**config.mk**
```make
export PLATFORM = sky130hd
export DESIGN_NAME = frame_decoder_crc16_check_unit
export DESIGN_NICKNAME = d
export VERILOG_FILES = /design/src/design/fdc_pkg.sv /design/src/design/fdc_front.sv /design/src/design/fdc_queue.sv /design/src/design/fdc_back.sv /design/src/design/frame_decoder_crc16_check_unit.sv
export SDC_FILE = /design/constraint.sdc
export NUM_CORES = 1
export LEC_CHECK = 0
export ABC_AREA = 1
export BUFFER_PORTS_ARGS = -buffer_cell sky130_fd_sc_hd__clkbuf_2
export CAP_MARGIN = 20
export CORE_ASPECT_RATIO = 0.6
export CORE_MARGIN = 2
export CORE_UTILIZATION = 40
export DETAILED_ROUTE_END_ITERATION = 6
export PLACE_DENSITY_LB_ADDON = 0.2
export SLEW_MARGIN = 25
export SYNTH_ARGS = -nofsm -noshare
export SYNTH_HDL_FRONTEND = slang
export SYNTH_SLANG_ARGS = --single-unit
```
**constraint.sdc**
```tcl
create_clock -name clk -period 12 [get_ports clk]
set_clock_uncertainty 0.15 [all_clocks]
set_input_delay 2.4 -clock clk [delete_from_list [all_inputs] [get_ports clk]]
set_output_delay 2.4 -clock clk [all_outputs]
set_load 0.02 [all_outputs]
```
**src/design/fdc_pkg.sv**
```systemverilog
// Shared types, codes and the CRC-16-CCITT byte step for the frame decoder.
// No dependencies; every other design file except fdc_queue refers to this package by scope.
package fdc_pkg;

  localparam int CFG_IDX_W = 2;

  localparam logic [CFG_IDX_W-1:0] CFG_SYNC_FIRST  = 2'd0;
  localparam logic [CFG_IDX_W-1:0] CFG_SYNC_SECOND = 2'd1;
  localparam logic [CFG_IDX_W-1:0] CFG_CAPACITY    = 2'd2;

  localparam logic [7:0]  SYNC_FIRST_RST  = 8'hAA;
  localparam logic [7:0]  SYNC_SECOND_RST = 8'h55;
  localparam logic [7:0]  CAPACITY_RST    = 8'hFF;

  localparam logic [15:0] CRC_INIT  = 16'hFFFF;
  localparam logic [15:0] CRC_POLY  = 16'h1021;
  localparam logic [8:0]  MIN_FRAME = 9'd10;
  localparam logic [8:0]  HDR_END   = 9'd8;
  localparam logic [8:0]  SYNC_END  = 9'd2;

  localparam int NUM_HDR = 6;
  localparam logic [2:0] HDR_SRC     = 3'd0;
  localparam logic [2:0] HDR_DEST    = 3'd1;
  localparam logic [2:0] HDR_TYPE    = 3'd2;
  localparam logic [2:0] HDR_SUBTYPE = 3'd3;
  localparam logic [2:0] HDR_SEQ     = 3'd4;
  localparam logic [2:0] HDR_LEN     = 3'd5;

  typedef enum logic [2:0] {
    ST_OK        = 3'd0,
    ST_SHORT     = 3'd1,
    ST_BAD_SYNC  = 3'd2,
    ST_BAD_CRC   = 3'd3,
    ST_TOO_LARGE = 3'd4
  } status_t;

  typedef logic [NUM_HDR-1:0][7:0] hdr_t;

  typedef struct packed {
    logic [7:0] sync_first;
    logic [7:0] sync_second;
    logic [7:0] capacity;
  } cfg_t;

  typedef struct packed {
    logic       has_pl;
    logic [7:0] pl_byte;
    logic       has_vd;
    status_t    status;
    hdr_t       hdr;
  } entry_t;

  typedef struct packed {
    logic       is_verdict;
    logic [7:0] payload_byte;
    status_t    status;
    hdr_t       hdr;
  } out_item_t;

  function automatic logic [15:0] crc16_byte(input logic [15:0] crc, input logic [7:0] b);
    logic [15:0] c;
    c = crc ^ {b, 8'h00};
    for (int k = 0; k < 8; k++) begin
      c = c[15] ? ({c[14:0], 1'b0} ^ CRC_POLY) : {c[14:0], 1'b0};
    end
    return c;
  endfunction

endpackage

```
**src/design/fdc_front.sv**
```systemverilog
// Front end: frame parser with sync check, header capture and CRC-16 per byte.
// Uses fdc_pkg; feeds one entry per productive byte into the decoupling queue.
module fdc_front (
  input  logic            clk,
  input  logic            rst_n,
  input  fdc_pkg::cfg_t   cfg,
  input  logic            push,
  input  logic [7:0]      rx_byte,
  input  logic            end_of_buffer,
  input  logic            q_full,
  output logic            q_push,
  output fdc_pkg::entry_t q_entry
);

  logic [8:0]    pos_r, pos_nxt;
  logic [15:0]   crc_r, crc_nxt;
  logic          sync_ok_r, sync_ok_nxt;
  fdc_pkg::hdr_t hdr_r, hdr_nxt;
  logic [7:0]    crc_hi_r, crc_hi_nxt;
  logic          done_r, done_nxt;

  logic          accept;
  logic [8:0]    crc_at;
  logic [2:0]    hdr_idx;
  logic [15:0]   got_crc;
  fdc_pkg::entry_t ent;

  assign accept  = push & ~q_full;
  assign crc_at  = fdc_pkg::HDR_END + {1'b0, hdr_r[fdc_pkg::HDR_LEN]};
  assign hdr_idx = 3'(pos_r - fdc_pkg::SYNC_END);
  assign got_crc = {crc_hi_r, rx_byte};

  always_comb begin
    pos_nxt     = pos_r;
    crc_nxt     = crc_r;
    sync_ok_nxt = sync_ok_r;
    hdr_nxt     = hdr_r;
    crc_hi_nxt  = crc_hi_r;
    done_nxt    = done_r;
    ent         = '0;
    ent.status  = fdc_pkg::ST_OK;
    if (!done_r) begin
      if (pos_r < fdc_pkg::SYNC_END) begin
        if (rx_byte != (pos_r[0] ? cfg.sync_second : cfg.sync_first)) begin
          sync_ok_nxt = 1'b0;
        end
        crc_nxt = fdc_pkg::crc16_byte(crc_r, rx_byte);
      end else if (pos_r < fdc_pkg::HDR_END) begin
        hdr_nxt[hdr_idx] = rx_byte;
        crc_nxt = fdc_pkg::crc16_byte(crc_r, rx_byte);
      end else if (pos_r < crc_at) begin
        crc_nxt     = fdc_pkg::crc16_byte(crc_r, rx_byte);
        ent.has_pl  = 1'b1;
        ent.pl_byte = rx_byte;
      end else if (pos_r == crc_at) begin
        crc_hi_nxt = rx_byte;
      end else begin
        ent.has_vd = 1'b1;
        if (!sync_ok_r) begin
          ent.status = fdc_pkg::ST_BAD_SYNC;
        end else if (got_crc != crc_r) begin
          ent.status = fdc_pkg::ST_BAD_CRC;
        end else if (hdr_r[fdc_pkg::HDR_LEN] > cfg.capacity) begin
          ent.status = fdc_pkg::ST_TOO_LARGE;
        end else begin
          ent.status = fdc_pkg::ST_OK;
        end
        done_nxt = 1'b1;
      end
      pos_nxt = pos_r + 9'd1;
    end
    if (end_of_buffer) begin
      if (!done_nxt) begin
        ent.has_vd = 1'b1;
        if (pos_nxt < fdc_pkg::MIN_FRAME) begin
          ent.status = fdc_pkg::ST_SHORT;
        end else if (!sync_ok_nxt) begin
          ent.status = fdc_pkg::ST_BAD_SYNC;
        end else begin
          ent.status = fdc_pkg::ST_SHORT;
        end
      end
      pos_nxt     = '0;
      crc_nxt     = fdc_pkg::CRC_INIT;
      sync_ok_nxt = 1'b1;
      crc_hi_nxt  = '0;
      done_nxt    = 1'b0;
    end
    ent.hdr = ent.has_vd ? hdr_nxt : '0;
    if (end_of_buffer) begin
      hdr_nxt = '0;
    end
  end

  assign q_push  = accept & (ent.has_pl | ent.has_vd);
  assign q_entry = ent;

  always_ff @(posedge clk) begin
    if (!rst_n) begin
      pos_r     <= '0;
      crc_r     <= fdc_pkg::CRC_INIT;
      sync_ok_r <= 1'b1;
      hdr_r     <= '0;
      crc_hi_r  <= '0;
      done_r    <= 1'b0;
    end else if (accept) begin
      pos_r     <= pos_nxt;
      crc_r     <= crc_nxt;
      sync_ok_r <= sync_ok_nxt;
      hdr_r     <= hdr_nxt;
      crc_hi_r  <= crc_hi_nxt;
      done_r    <= done_nxt;
    end
  end

endmodule

```
**src/design/fdc_queue.sv**
```systemverilog
// Small register queue that decouples the parser from the result stage.
// No package dependency; width and depth come from parameters.
module fdc_queue #(
  parameter int WIDTH = 8,
  parameter int DEPTH = 4
) (
  input  logic             clk,
  input  logic             rst_n,
  input  logic             wr_en,
  input  logic [WIDTH-1:0] wr_data,
  input  logic             rd_en,
  output logic [WIDTH-1:0] rd_data,
  output logic             q_full,
  output logic             q_empty
);

  localparam int PTR_W = (DEPTH > 1) ? $clog2(DEPTH) : 1;
  localparam int CNT_W = $clog2(DEPTH + 1);

  logic [WIDTH-1:0] mem_r [DEPTH];
  logic [PTR_W-1:0] wr_ptr_r, rd_ptr_r;
  logic [CNT_W-1:0] cnt_r;
  logic             do_wr, do_rd;

  assign q_full  = (cnt_r == CNT_W'(DEPTH));
  assign q_empty = (cnt_r == '0);
  assign do_wr   = wr_en & ~q_full;
  assign do_rd   = rd_en & ~q_empty;
  assign rd_data = mem_r[rd_ptr_r];

  always_ff @(posedge clk) begin
    if (do_wr) begin
      mem_r[wr_ptr_r] <= wr_data;
    end
  end

  always_ff @(posedge clk) begin
    if (!rst_n) begin
      wr_ptr_r <= '0;
      rd_ptr_r <= '0;
      cnt_r    <= '0;
    end else begin
      if (do_wr) begin
        wr_ptr_r <= (wr_ptr_r == PTR_W'(DEPTH - 1)) ? '0 : wr_ptr_r + 1'b1;
      end
      if (do_rd) begin
        rd_ptr_r <= (rd_ptr_r == PTR_W'(DEPTH - 1)) ? '0 : rd_ptr_r + 1'b1;
      end
      if (do_wr && !do_rd) begin
        cnt_r <= cnt_r + 1'b1;
      end else if (do_rd && !do_wr) begin
        cnt_r <= cnt_r - 1'b1;
      end
    end
  end

endmodule

```
**src/design/fdc_back.sv**
```systemverilog
// Result stage: splits each queued entry into payload and verdict beats.
// Uses fdc_pkg; holds the output register that faces the result channel.
module fdc_back (
  input  logic               clk,
  input  logic               rst_n,
  input  logic               q_empty,
  input  fdc_pkg::entry_t    q_entry,
  output logic               q_pop,
  input  logic               pop,
  output logic               empty,
  output fdc_pkg::out_item_t item
);

  logic               valid_r, valid_nxt;
  logic               pl_sent_r, pl_sent_nxt;
  fdc_pkg::out_item_t item_r, item_nxt;
  logic               load_ok;

  assign load_ok = ~valid_r | pop;

  always_comb begin
    valid_nxt   = valid_r;
    pl_sent_nxt = pl_sent_r;
    item_nxt    = item_r;
    q_pop       = 1'b0;
    if (load_ok) begin
      valid_nxt = 1'b0;
      if (!q_empty) begin
        valid_nxt = 1'b1;
        item_nxt  = '0;
        if (q_entry.has_pl && !pl_sent_r) begin
          item_nxt.payload_byte = q_entry.pl_byte;
          item_nxt.status       = fdc_pkg::ST_OK;
          if (q_entry.has_vd) begin
            pl_sent_nxt = 1'b1;
          end else begin
            q_pop = 1'b1;
          end
        end else begin
          item_nxt.is_verdict = 1'b1;
          item_nxt.status     = q_entry.status;
          item_nxt.hdr        = q_entry.hdr;
          pl_sent_nxt         = 1'b0;
          q_pop               = 1'b1;
        end
      end
    end
  end

  always_ff @(posedge clk) begin
    if (!rst_n) begin
      valid_r   <= 1'b0;
      pl_sent_r <= 1'b0;
    end else begin
      valid_r   <= valid_nxt;
      pl_sent_r <= pl_sent_nxt;
    end
  end

  always_ff @(posedge clk) begin
    item_r <= item_nxt;
  end

  assign empty = ~valid_r;
  assign item  = item_r;

endmodule

```
**src/design/frame_decoder_crc16_check_unit.sv**
```systemverilog
// Top level of the sync-header frame decoder with CRC-16-CCITT check.
// Uses fdc_pkg, fdc_front, fdc_queue and fdc_back.
//
// The decoder takes one received byte per beat on the push side while full
// is low, the last byte of a buffer flagged by end_of_buffer: the CRC step,
// sync check and header capture for a byte are done in the cycle it is
// accepted. Each byte yields no beat, a payload beat, a verdict beat, or a
// payload beat followed by a verdict beat; the result side sends one beat
// per cycle from its output register while pop is high, so a byte that
// yields two beats holds its queue entry longer, absorbed by the
// QUEUE_DEPTH-entry queue between parser and result stage. Results pass
// through the queue and then the output register. Configuration writes are
// always ready; writes to unknown indexes are dropped.
module frame_decoder_crc16_check_unit #(
  parameter int QUEUE_DEPTH = 4
) (
  input  logic       clk,
  input  logic       rst_n,
  input  logic       cfg_valid,
  output logic       cfg_ready,
  input  logic [1:0] cfg_index,
  input  logic [7:0] cfg_data,
  input  logic       push,
  output logic       full,
  input  logic [7:0] in_rx_byte,
  input  logic       in_end_of_buffer,
  output logic       empty,
  input  logic       pop,
  output logic       out_is_verdict,
  output logic [7:0] out_payload_byte,
  output logic [2:0] out_status,
  output logic [7:0] out_source_id,
  output logic [7:0] out_dest_id,
  output logic [7:0] out_message_type,
  output logic [7:0] out_message_subtype,
  output logic [7:0] out_sequence_res,
  output logic [7:0] out_payload_length
);

  fdc_pkg::cfg_t      cfg_r;
  fdc_pkg::entry_t    front_entry, head_entry;
  fdc_pkg::out_item_t item;
  logic               q_push, q_pop, q_full, q_empty;
  logic [$bits(fdc_pkg::entry_t)-1:0] head_bits;

  assign cfg_ready = 1'b1;

  always_ff @(posedge clk) begin
    if (!rst_n) begin
      cfg_r.sync_first  <= fdc_pkg::SYNC_FIRST_RST;
      cfg_r.sync_second <= fdc_pkg::SYNC_SECOND_RST;
      cfg_r.capacity    <= fdc_pkg::CAPACITY_RST;
    end else if (cfg_valid) begin
      case (cfg_index)
        fdc_pkg::CFG_SYNC_FIRST:  cfg_r.sync_first  <= cfg_data;
        fdc_pkg::CFG_SYNC_SECOND: cfg_r.sync_second <= cfg_data;
        fdc_pkg::CFG_CAPACITY:    cfg_r.capacity    <= cfg_data;
        default: begin
        end
      endcase
    end
  end

  fdc_front u_front (
    .clk           (clk),
    .rst_n         (rst_n),
    .cfg           (cfg_r),
    .push          (push),
    .rx_byte       (in_rx_byte),
    .end_of_buffer (in_end_of_buffer),
    .q_full        (q_full),
    .q_push        (q_push),
    .q_entry       (front_entry)
  );

  fdc_queue #(
    .WIDTH ($bits(fdc_pkg::entry_t)),
    .DEPTH (QUEUE_DEPTH)
  ) u_queue (
    .clk     (clk),
    .rst_n   (rst_n),
    .wr_en   (q_push),
    .wr_data (front_entry),
    .rd_en   (q_pop),
    .rd_data (head_bits),
    .q_full  (q_full),
    .q_empty (q_empty)
  );

  assign head_entry = fdc_pkg::entry_t'(head_bits);

  fdc_back u_back (
    .clk     (clk),
    .rst_n   (rst_n),
    .q_empty (q_empty),
    .q_entry (head_entry),
    .q_pop   (q_pop),
    .pop     (pop),
    .empty   (empty),
    .item    (item)
  );

  assign full                = q_full;
  assign out_is_verdict      = item.is_verdict;
  assign out_payload_byte    = item.payload_byte;
  assign out_status          = item.status;
  assign out_source_id       = item.hdr[fdc_pkg::HDR_SRC];
  assign out_dest_id         = item.hdr[fdc_pkg::HDR_DEST];
  assign out_message_type    = item.hdr[fdc_pkg::HDR_TYPE];
  assign out_message_subtype = item.hdr[fdc_pkg::HDR_SUBTYPE];
  assign out_sequence_res    = item.hdr[fdc_pkg::HDR_SEQ];
  assign out_payload_length  = item.hdr[fdc_pkg::HDR_LEN];

  a_queue_sane: assert property (@(posedge clk) disable iff (!rst_n)
    !(q_full && q_empty))
    else $error("queue reports full and empty at once");

  a_payload_clean: assert property (@(posedge clk) disable iff (!rst_n)
    (!empty && !out_is_verdict) |->
      (out_status == fdc_pkg::ST_OK && out_source_id == 8'd0 &&
       out_payload_length == 8'd0))
    else $error("payload beat carries verdict fields");

  a_verdict_clean: assert property (@(posedge clk) disable iff (!rst_n)
    (!empty && out_is_verdict) |->
      (out_payload_byte == 8'd0 && out_status <= fdc_pkg::ST_TOO_LARGE))
    else $error("verdict beat malformed");

  a_split_entry: assert property (@(posedge clk) disable iff (!rst_n)
    (!empty && pop && !out_is_verdict && head_entry.has_vd && !q_empty &&
     !$past(q_empty) && !$past(q_pop)) |=> (!empty))
    else $error("verdict of a split entry lost");

endmodule
```
======== Word level (Yosys, flattened, before mapping) ========
Memory sizes are Yosys's and may differ from the RTL's. A register that Yosys moved wholly into a read port is not among the register bits.
Index checks and enable logic that the tools add are counted.
storage, ports and cells
  flip-flop bits (word level) ............. 176
  memory bits (writable) .................. 244
  bits of input ports ..................... 24
  output and inout port bits .............. 63
  word-level logic and storage cells ...... 162
  memories ................................ 1
memory list
  name           depth  width  read ports  clocked after Yosys merged registers in  wr ports  RTL line         text
  u_queue.mem_r  4      61     1           1                                        1         fdc_queue.sv:20  logic [WIDTH-1:0] mem_r [DEPTH];
operators by class
  $add $sub $neg .......................... 7
  order comparisons ....................... 7
  equal/unequal tests ..................... 13
  mux-type cells .......................... 69
  bitwise operators ....................... 18
  reductions and logical operators ........ 19
operators with widths
  cell                                                                          count
  48-bit 2-to-1 mux                                                             5
  13-bit 2-to-1 mux                                                             11
  16-bit 2-to-1 mux                                                             5
  8-bit 2-to-1 mux                                                              8
  48-bit bitwise mux                                                            1
  9-bit 2-to-1 mux                                                              3
  8-bit demux with 3-bit select                                                 1
  3-bit inverter                                                                8
  1-bit 2-to-1 mux                                                              20
  9-bit by 4-bit less-than comparator with 1-bit output, second input constant  2
  3-bit 2-to-1 mux                                                              6
  4-bit 2-to-1 mux                                                              4
  16-bit != test                                                                1
  16-bit bitwise XOR                                                            1
  2-bit 2-to-1 mux                                                              5
  2-bit != test, second input constant                                          5
  4-bit by 8-bit adder with 9-bit output, first input constant                  1
  9-bit by 1-bit adder with 9-bit output, second input constant                 1
  9-bit == test                                                                 1
  9-bit by 2-bit less-than comparator with 1-bit output, second input constant  1
  9-bit less-than comparator                                                    1
  8-bit > comparator                                                            1
  8-bit != test                                                                 1
  2-bit AND reduction                                                           4
  20 further kinds                                                              36

======== Logic depth before layout (Yosys ltp) ========
  depth after elaboration ................. 22
  gate-level depth with buffers ........... 22

======== Hierarchy ========
From an unflattened synthesis, not the netlist that was laid out.
unflattened totals
  cells, all modules ...................... 1945
  area, all modules ....................... 19332.3 um2
by module, submodules not included
  module                          instances  cells each  area an instance (um2)
  fdc_queue                       1          661         10131.0
  fdc_front                       1          954         5806.8
  fdc_back                        1          202         2436.1
  frame_decoder_crc16_check_unit  1          128         958.4

======== Worst setup path before layout ========
No wires, ideal clock.
  kind .................................... input -> register
  start ................................... input pop
  end ..................................... register u_queue.cnt_r[1]
  arrival ................................. 7.088 ns
  setup slack ............................. 4.641 ns
  stages on the path ...................... 8
  path buffers ............................ 0
  cells stage by stage .................... nor2_1 > a31oi_1 > nand2_1 > ha_1 > inv_1 > fa_1 > o21ai_0 > a21oi_1
on the way
  cells in the longest elaborated chain, start to end .. 6
  elaborated cells on any way between the ends .. 8
  those cells by class .................... mux: 2; bitwise: 2; reduce/logical: 4
RTL lines
  what                                                    RTL line                              text
  start: declaration                                      frame_decoder_crc16_check_unit.sv:28  input logic pop,
  1-bit bitwise OR (*)                                    fdc_back.sv:19                        assign load_ok = ~valid_r | pop;
  1-bit 2-to-1 mux (*)                                    fdc_back.sv:26                        if (load_ok) begin
  1-bit AND (*)                                           fdc_queue.sv:28                       assign do_rd = rd_en & ~q_empty;
  1-bit logical NOT                                       fdc_queue.sv:49                       if (do_wr && !do_rd) begin
  1-bit logical AND                                       fdc_queue.sv:49
  3-bit 2-to-1 mux or 2-bit nonzero test (tied branches)  -
  end signal: assignment                                  fdc_queue.sv:50                       cnt_r <= cnt_r + 1'b1;
  end signal: assignment                                  fdc_queue.sv:52                       cnt_r <= cnt_r - 1'b1;
  end: declaration                                        fdc_queue.sv:22                       logic [CNT_W-1:0] cnt_r;
Mark *: on every way between the ends. The rest lies on a longest branch, timed or not.
A chain may end at the register's enable or synchronous reset.

======== Final worst setup path ========
  start ................................... input in_end_of_buffer
  end ..................................... register u_queue.cnt_r[1]
on the way
  cells in the longest elaborated chain, start to end .. 7
  elaborated cells on any way between the ends .. 9
  those cells by class .................... mux: 2; bitwise: 3; reduce/logical: 4
RTL lines
  what                                 RTL line                              text
  start: declaration                   frame_decoder_crc16_check_unit.sv:26  input logic in_end_of_buffer,
  4-bit 2-to-1 mux (*)                 fdc_front.sv:72                       if (end_of_buffer) begin
  1-bit bitwise OR (*)                 fdc_front.sv:95                       assign q_push = accept & (ent.has_pl | ent.has_vd);
  1-bit AND (*)                        fdc_front.sv:95
  1-bit AND (*)                        fdc_queue.sv:27                       assign do_wr = wr_en & ~q_full;
  via u_queue.do_wr                    fdc_queue.sv:23                       logic do_wr, do_rd;
  1-bit logical NOT                    fdc_queue.sv:51                       end else if (do_rd && !do_wr) begin
  1-bit logical AND                    fdc_queue.sv:51
  2-bit nonzero test (no source line)  -
Mark *: on every way through the listed nets, which the timed path passes. The rest lies on a longest branch.

==> results_dict.tcl <==
set metrics [dict create \
    status "finished, final reports clean" \
    syn_to_final_growth_pct 12.3 \
    gp_congestion 0.826 \
    hp-class "flop to flop" \
    setup_viol_count_final 0 \
    syn_avg_cell_area_sq_um 9.95 \
    crit_required_ns 12.28 \
    synth_compound_gate_area_share_pct 12.1 \
    start_kind "input pin" \
    synthCells 1840 \
    synthAdderAreaFrac_pct 1.82 \
    synth_edf_count 304 \
    min_to "u_front.hdr_r[21]" \
    syn-cell-area_sq_mm 0.0183 \
    met3RoutedLength_mm 2.60 \
    grt_pass1_wl_mm 71.1 \
    syn_nets 1890 \
    grt_max_degree 75 \
    drt-total-wl_mm 45.2 \
    core_sq_mm 0.0450 \
    critPathCaptureType "flop" \
    min_period_ns 4.98 \
    die_y_um 170 \
    drt_iter0_drc 1148 \
    remaining_drc_errors 0 \
    ys_seq_area_share_pct 62.8 \
    hold_viol 0 \
    r2r_end "u_queue.cnt_r[1]" \
    synth_xor_xnor_area_share_pct 1.91 \
    synth-simple-area-share_pct 14.8 \
    synth_cell_types 44 \
    cp.arrival_ns 5.26 \
    rsz0062_at_grt "no" \
    clock_sinks 422 \
    muxShareOfSynthArea_pct 0 \
    final_nets 1931 \
    cts_setup_buffers 0 \
    holdCritStartpoint "u_front.hdr_r[21]" \
    grt_pass1_vias 12200 \
    finalCritPeriodShare_pct 41.5 \
    core.rowCount 60 \
    worstReg2RegStart "u_front.pos_r[0]" \
    p_per_area_mw_per_mm2 219 \
    synth_area_leaders "edfxtp_1 50%, dfxtp_1 13%, nand2_1 6.1%" \
    cts_root_buffer "clkbuf_16" \
    synth_seq_cells 422 \
    dr_wl_met2_mm 18.7 \
    setup-tns-final_ns 0 \
    dp_hpwl_mm 27.4 \
    synth_top_family_by_area "simple AND/OR/NAND/NOR gates" \
    grt_usage_pct 19.2 \
    synth_top_area_share_pct 49.9 \
    cts_buffers 41 \
    via_count 12900 \
    p_leak_nw 8.17 \
    vdd_ir_drop_max_v 0.000110 \
    clock_latency_ns 0.56 \
    drv_cap 0 \
    cts_tree "yes" \
    cts_resized 0 \
    grt_overflow_total 0 \
    ctsLongestPathBuffers 3 \
    maxSlewViolCount 0 \
    fin_ws_ns 7.02 \
    start_util_pct 40.7 \
    n_antenna_cell 0 \
    ctsHoldBuffers 0 \
    place_ws_ns 6.50 \
    met1_length_mm 23.1 \
    io_pins 87 \
    reg2reg_slack_ns 7.35 \
    die_area_sq_mm 0.0476 \
    crit_fanout 50 \
    worstMarginPinSlew_ns 1.00 \
    ant_nets 0 \
    firstDrtPassIters 7 \
    port_buffers 85 \
    htree_levels 2 \
    crit_type "input pin to flop" \
    layout-drive-gt1-share_pct 10.8 \
    routed.top_layer "met4" \
    fp.dieW_um 280 \
    hold_depth 2 \
    num-fill-cells 4197 \
    r2r_cells 17 \
    maxSlewHeadroom_pct 33.1 \
    synth_ff_type "edfxtp_1" \
    async_reset_ff_share_pct 0 \
    viasPerCell 5.14 \
    max_freq_mhz 201 \
    clkSlewWorstSetupHoldPaths_ns 0.06 \
    post_drt_wl_per_cell_um 18.1 \
    yosys_warnings 0 \
    synth_top_area_cell "edfxtp_1" \
    antenna_found_initial 0 \
]
registers in the layout, indices dropped and copies added, names as in the netlist, 2 cells and up, named ones only:
signal and cells:
u_queue.rd_ptr_r 2, u_front.hdr_r 48, u_queue.cnt_r 3, u_front.crc_r 16, u_queue.mem_r 244, u_front.pos_r 9
u_queue.wr_ptr_r 2, u_front.crc_hi_r 8, u_back.item 60, cfg_r 24
cell families (layout without fill, tap and decap cells):
family / Yosys count / after routing
compound gates: 405 / 405
fa+ha+maj: 26 / 26
xor+xnor: 40 / 40
buf+inv: 299 / 373
other cells: 1 / 1
simple gates: 647 / 647
flops: 422 / 422
through the flow:
stage / hold WS (ns) / cells / total power [mW] / cell area (sq um) / utilization [%]
3_5_place_dp: 0.299 / 2427 / 3.20 / 19200 / 42.6
6_report: 0.315 / 2503 / 4.50 / 20600 / 45.7
4_1_cts: 0.316 / 2503 / 4.55 / 20600 / 45.7
2_1_floorplan: 0.279 / 1840 / 2.78 / 18300 / -
3_3_place_gp: 0.297 / 2427 / 3.19 / 19200 / 42.6
5_1_grt: 0.334 / 2503 / 4.77 / 20600 / 45.7
cells in the mapped netlist, types with 2 or more instances:
master / n
nand4_4: 2
nand2_1: 297
o22ai_1: 77
nand3_1: 35
a21oi_1: 87
clkbuf_1: 64
nor2_4: 7
buf_4: 7
ha_1: 25
o21ai_1: 19
nand2_2: 3
clkinv_1: 2
buf_2: 18
edfxtp_1: 304
nand2_4: 3
buf_6: 6
nor3_1: 5
inv_2: 4
inv_1: 190
nand3_2: 3
xor2_1: 30
nand4_2: 2
o21ai_0: 186
buf_1: 8
nor2_1: 273
nand4_1: 7
dfxtp_1: 118
nor2_2: 3
o211ai_1: 31
xnor2_1: 10
per-layer routing:
metal / vias to the layer above / track usage [%]
li1: 6299 / -
met1: 6150 / 29.7
met2: 353 / 28.0
met3: 55 / 3.03
met4: 0 / 4.23
met5: - / 0
how the worst max path moves through the flow:
stage / depth (start not counted) / slack [ns] / from / to
5_1_grt: 13 / 6.83 / in_end_of_buffer / u_queue.cnt_r[1]
3_3_place_gp: 13 / 6.60 / in_end_of_buffer / u_queue.cnt_r[1]
6_report: 13 / 7.02 / in_end_of_buffer / u_queue.cnt_r[1]
2_1_floorplan: 8 / 4.64 / pop / u_queue.cnt_r[1]
4_1_cts: 13 / 7.08 / in_end_of_buffer / u_queue.cnt_r[1]
3_5_place_dp: 13 / 6.50 / in_end_of_buffer / u_queue.cnt_r[1]
worst max-delay path, stage by stage:
cell      delay, ns
clkbuf_2       0.21
inv_1          0.35
nand2_1        0.09
nand2_1        0.07
buf_4          0.46
nand2_1        0.24
nand2_1        0.39
inv_1          0.08
ha_1           0.19
inv_1          0.09
fa_1           0.41
o21ai_0        0.16
a21oi_1        0.05
cells in the final DEF (no fill, tap or decap), types with 6 or more instances in the layout:
cell,instances
buf_4,16
clkinv_2,7
clkbuf_16,41
nand3_1,35
o22ai_1,77
nor2_1,269
o211ai_1,31
nand2_1,297
inv_2,6
clkbuf_8,6
xnor2_1,10
nor2_4,11
ha_1,25
a21oi_1,87
dfxtp_1,116
o21ai_1,19
clkbuf_1,9
inv_1,187
nand4_1,7
xor2_1,30
clkbuf_2,85
edfxtp_1,304
o21ai_0,186
report_power, final:
| part | switching [mW] | internal (mW) |
|---|---|---|
| Sequential | 0.0854 | 1.82 |
| Clock | 0.574 | 0.782 |
| Combinational | 0.902 | 0.334 |
area by class of cell:
cell class	instances	area, sq um	area share [%]
clock buffer	56	1140	5.55
clock inverter	20	260	1.27
inverter	196	737	3.58
multi-input combinational	1119	5650	27.5
sequential	422	11500	55.9
tap	589	737	3.58
timing repair buffer	101	546	2.65
Note: power is estimated with default switching activity, not from simulation.
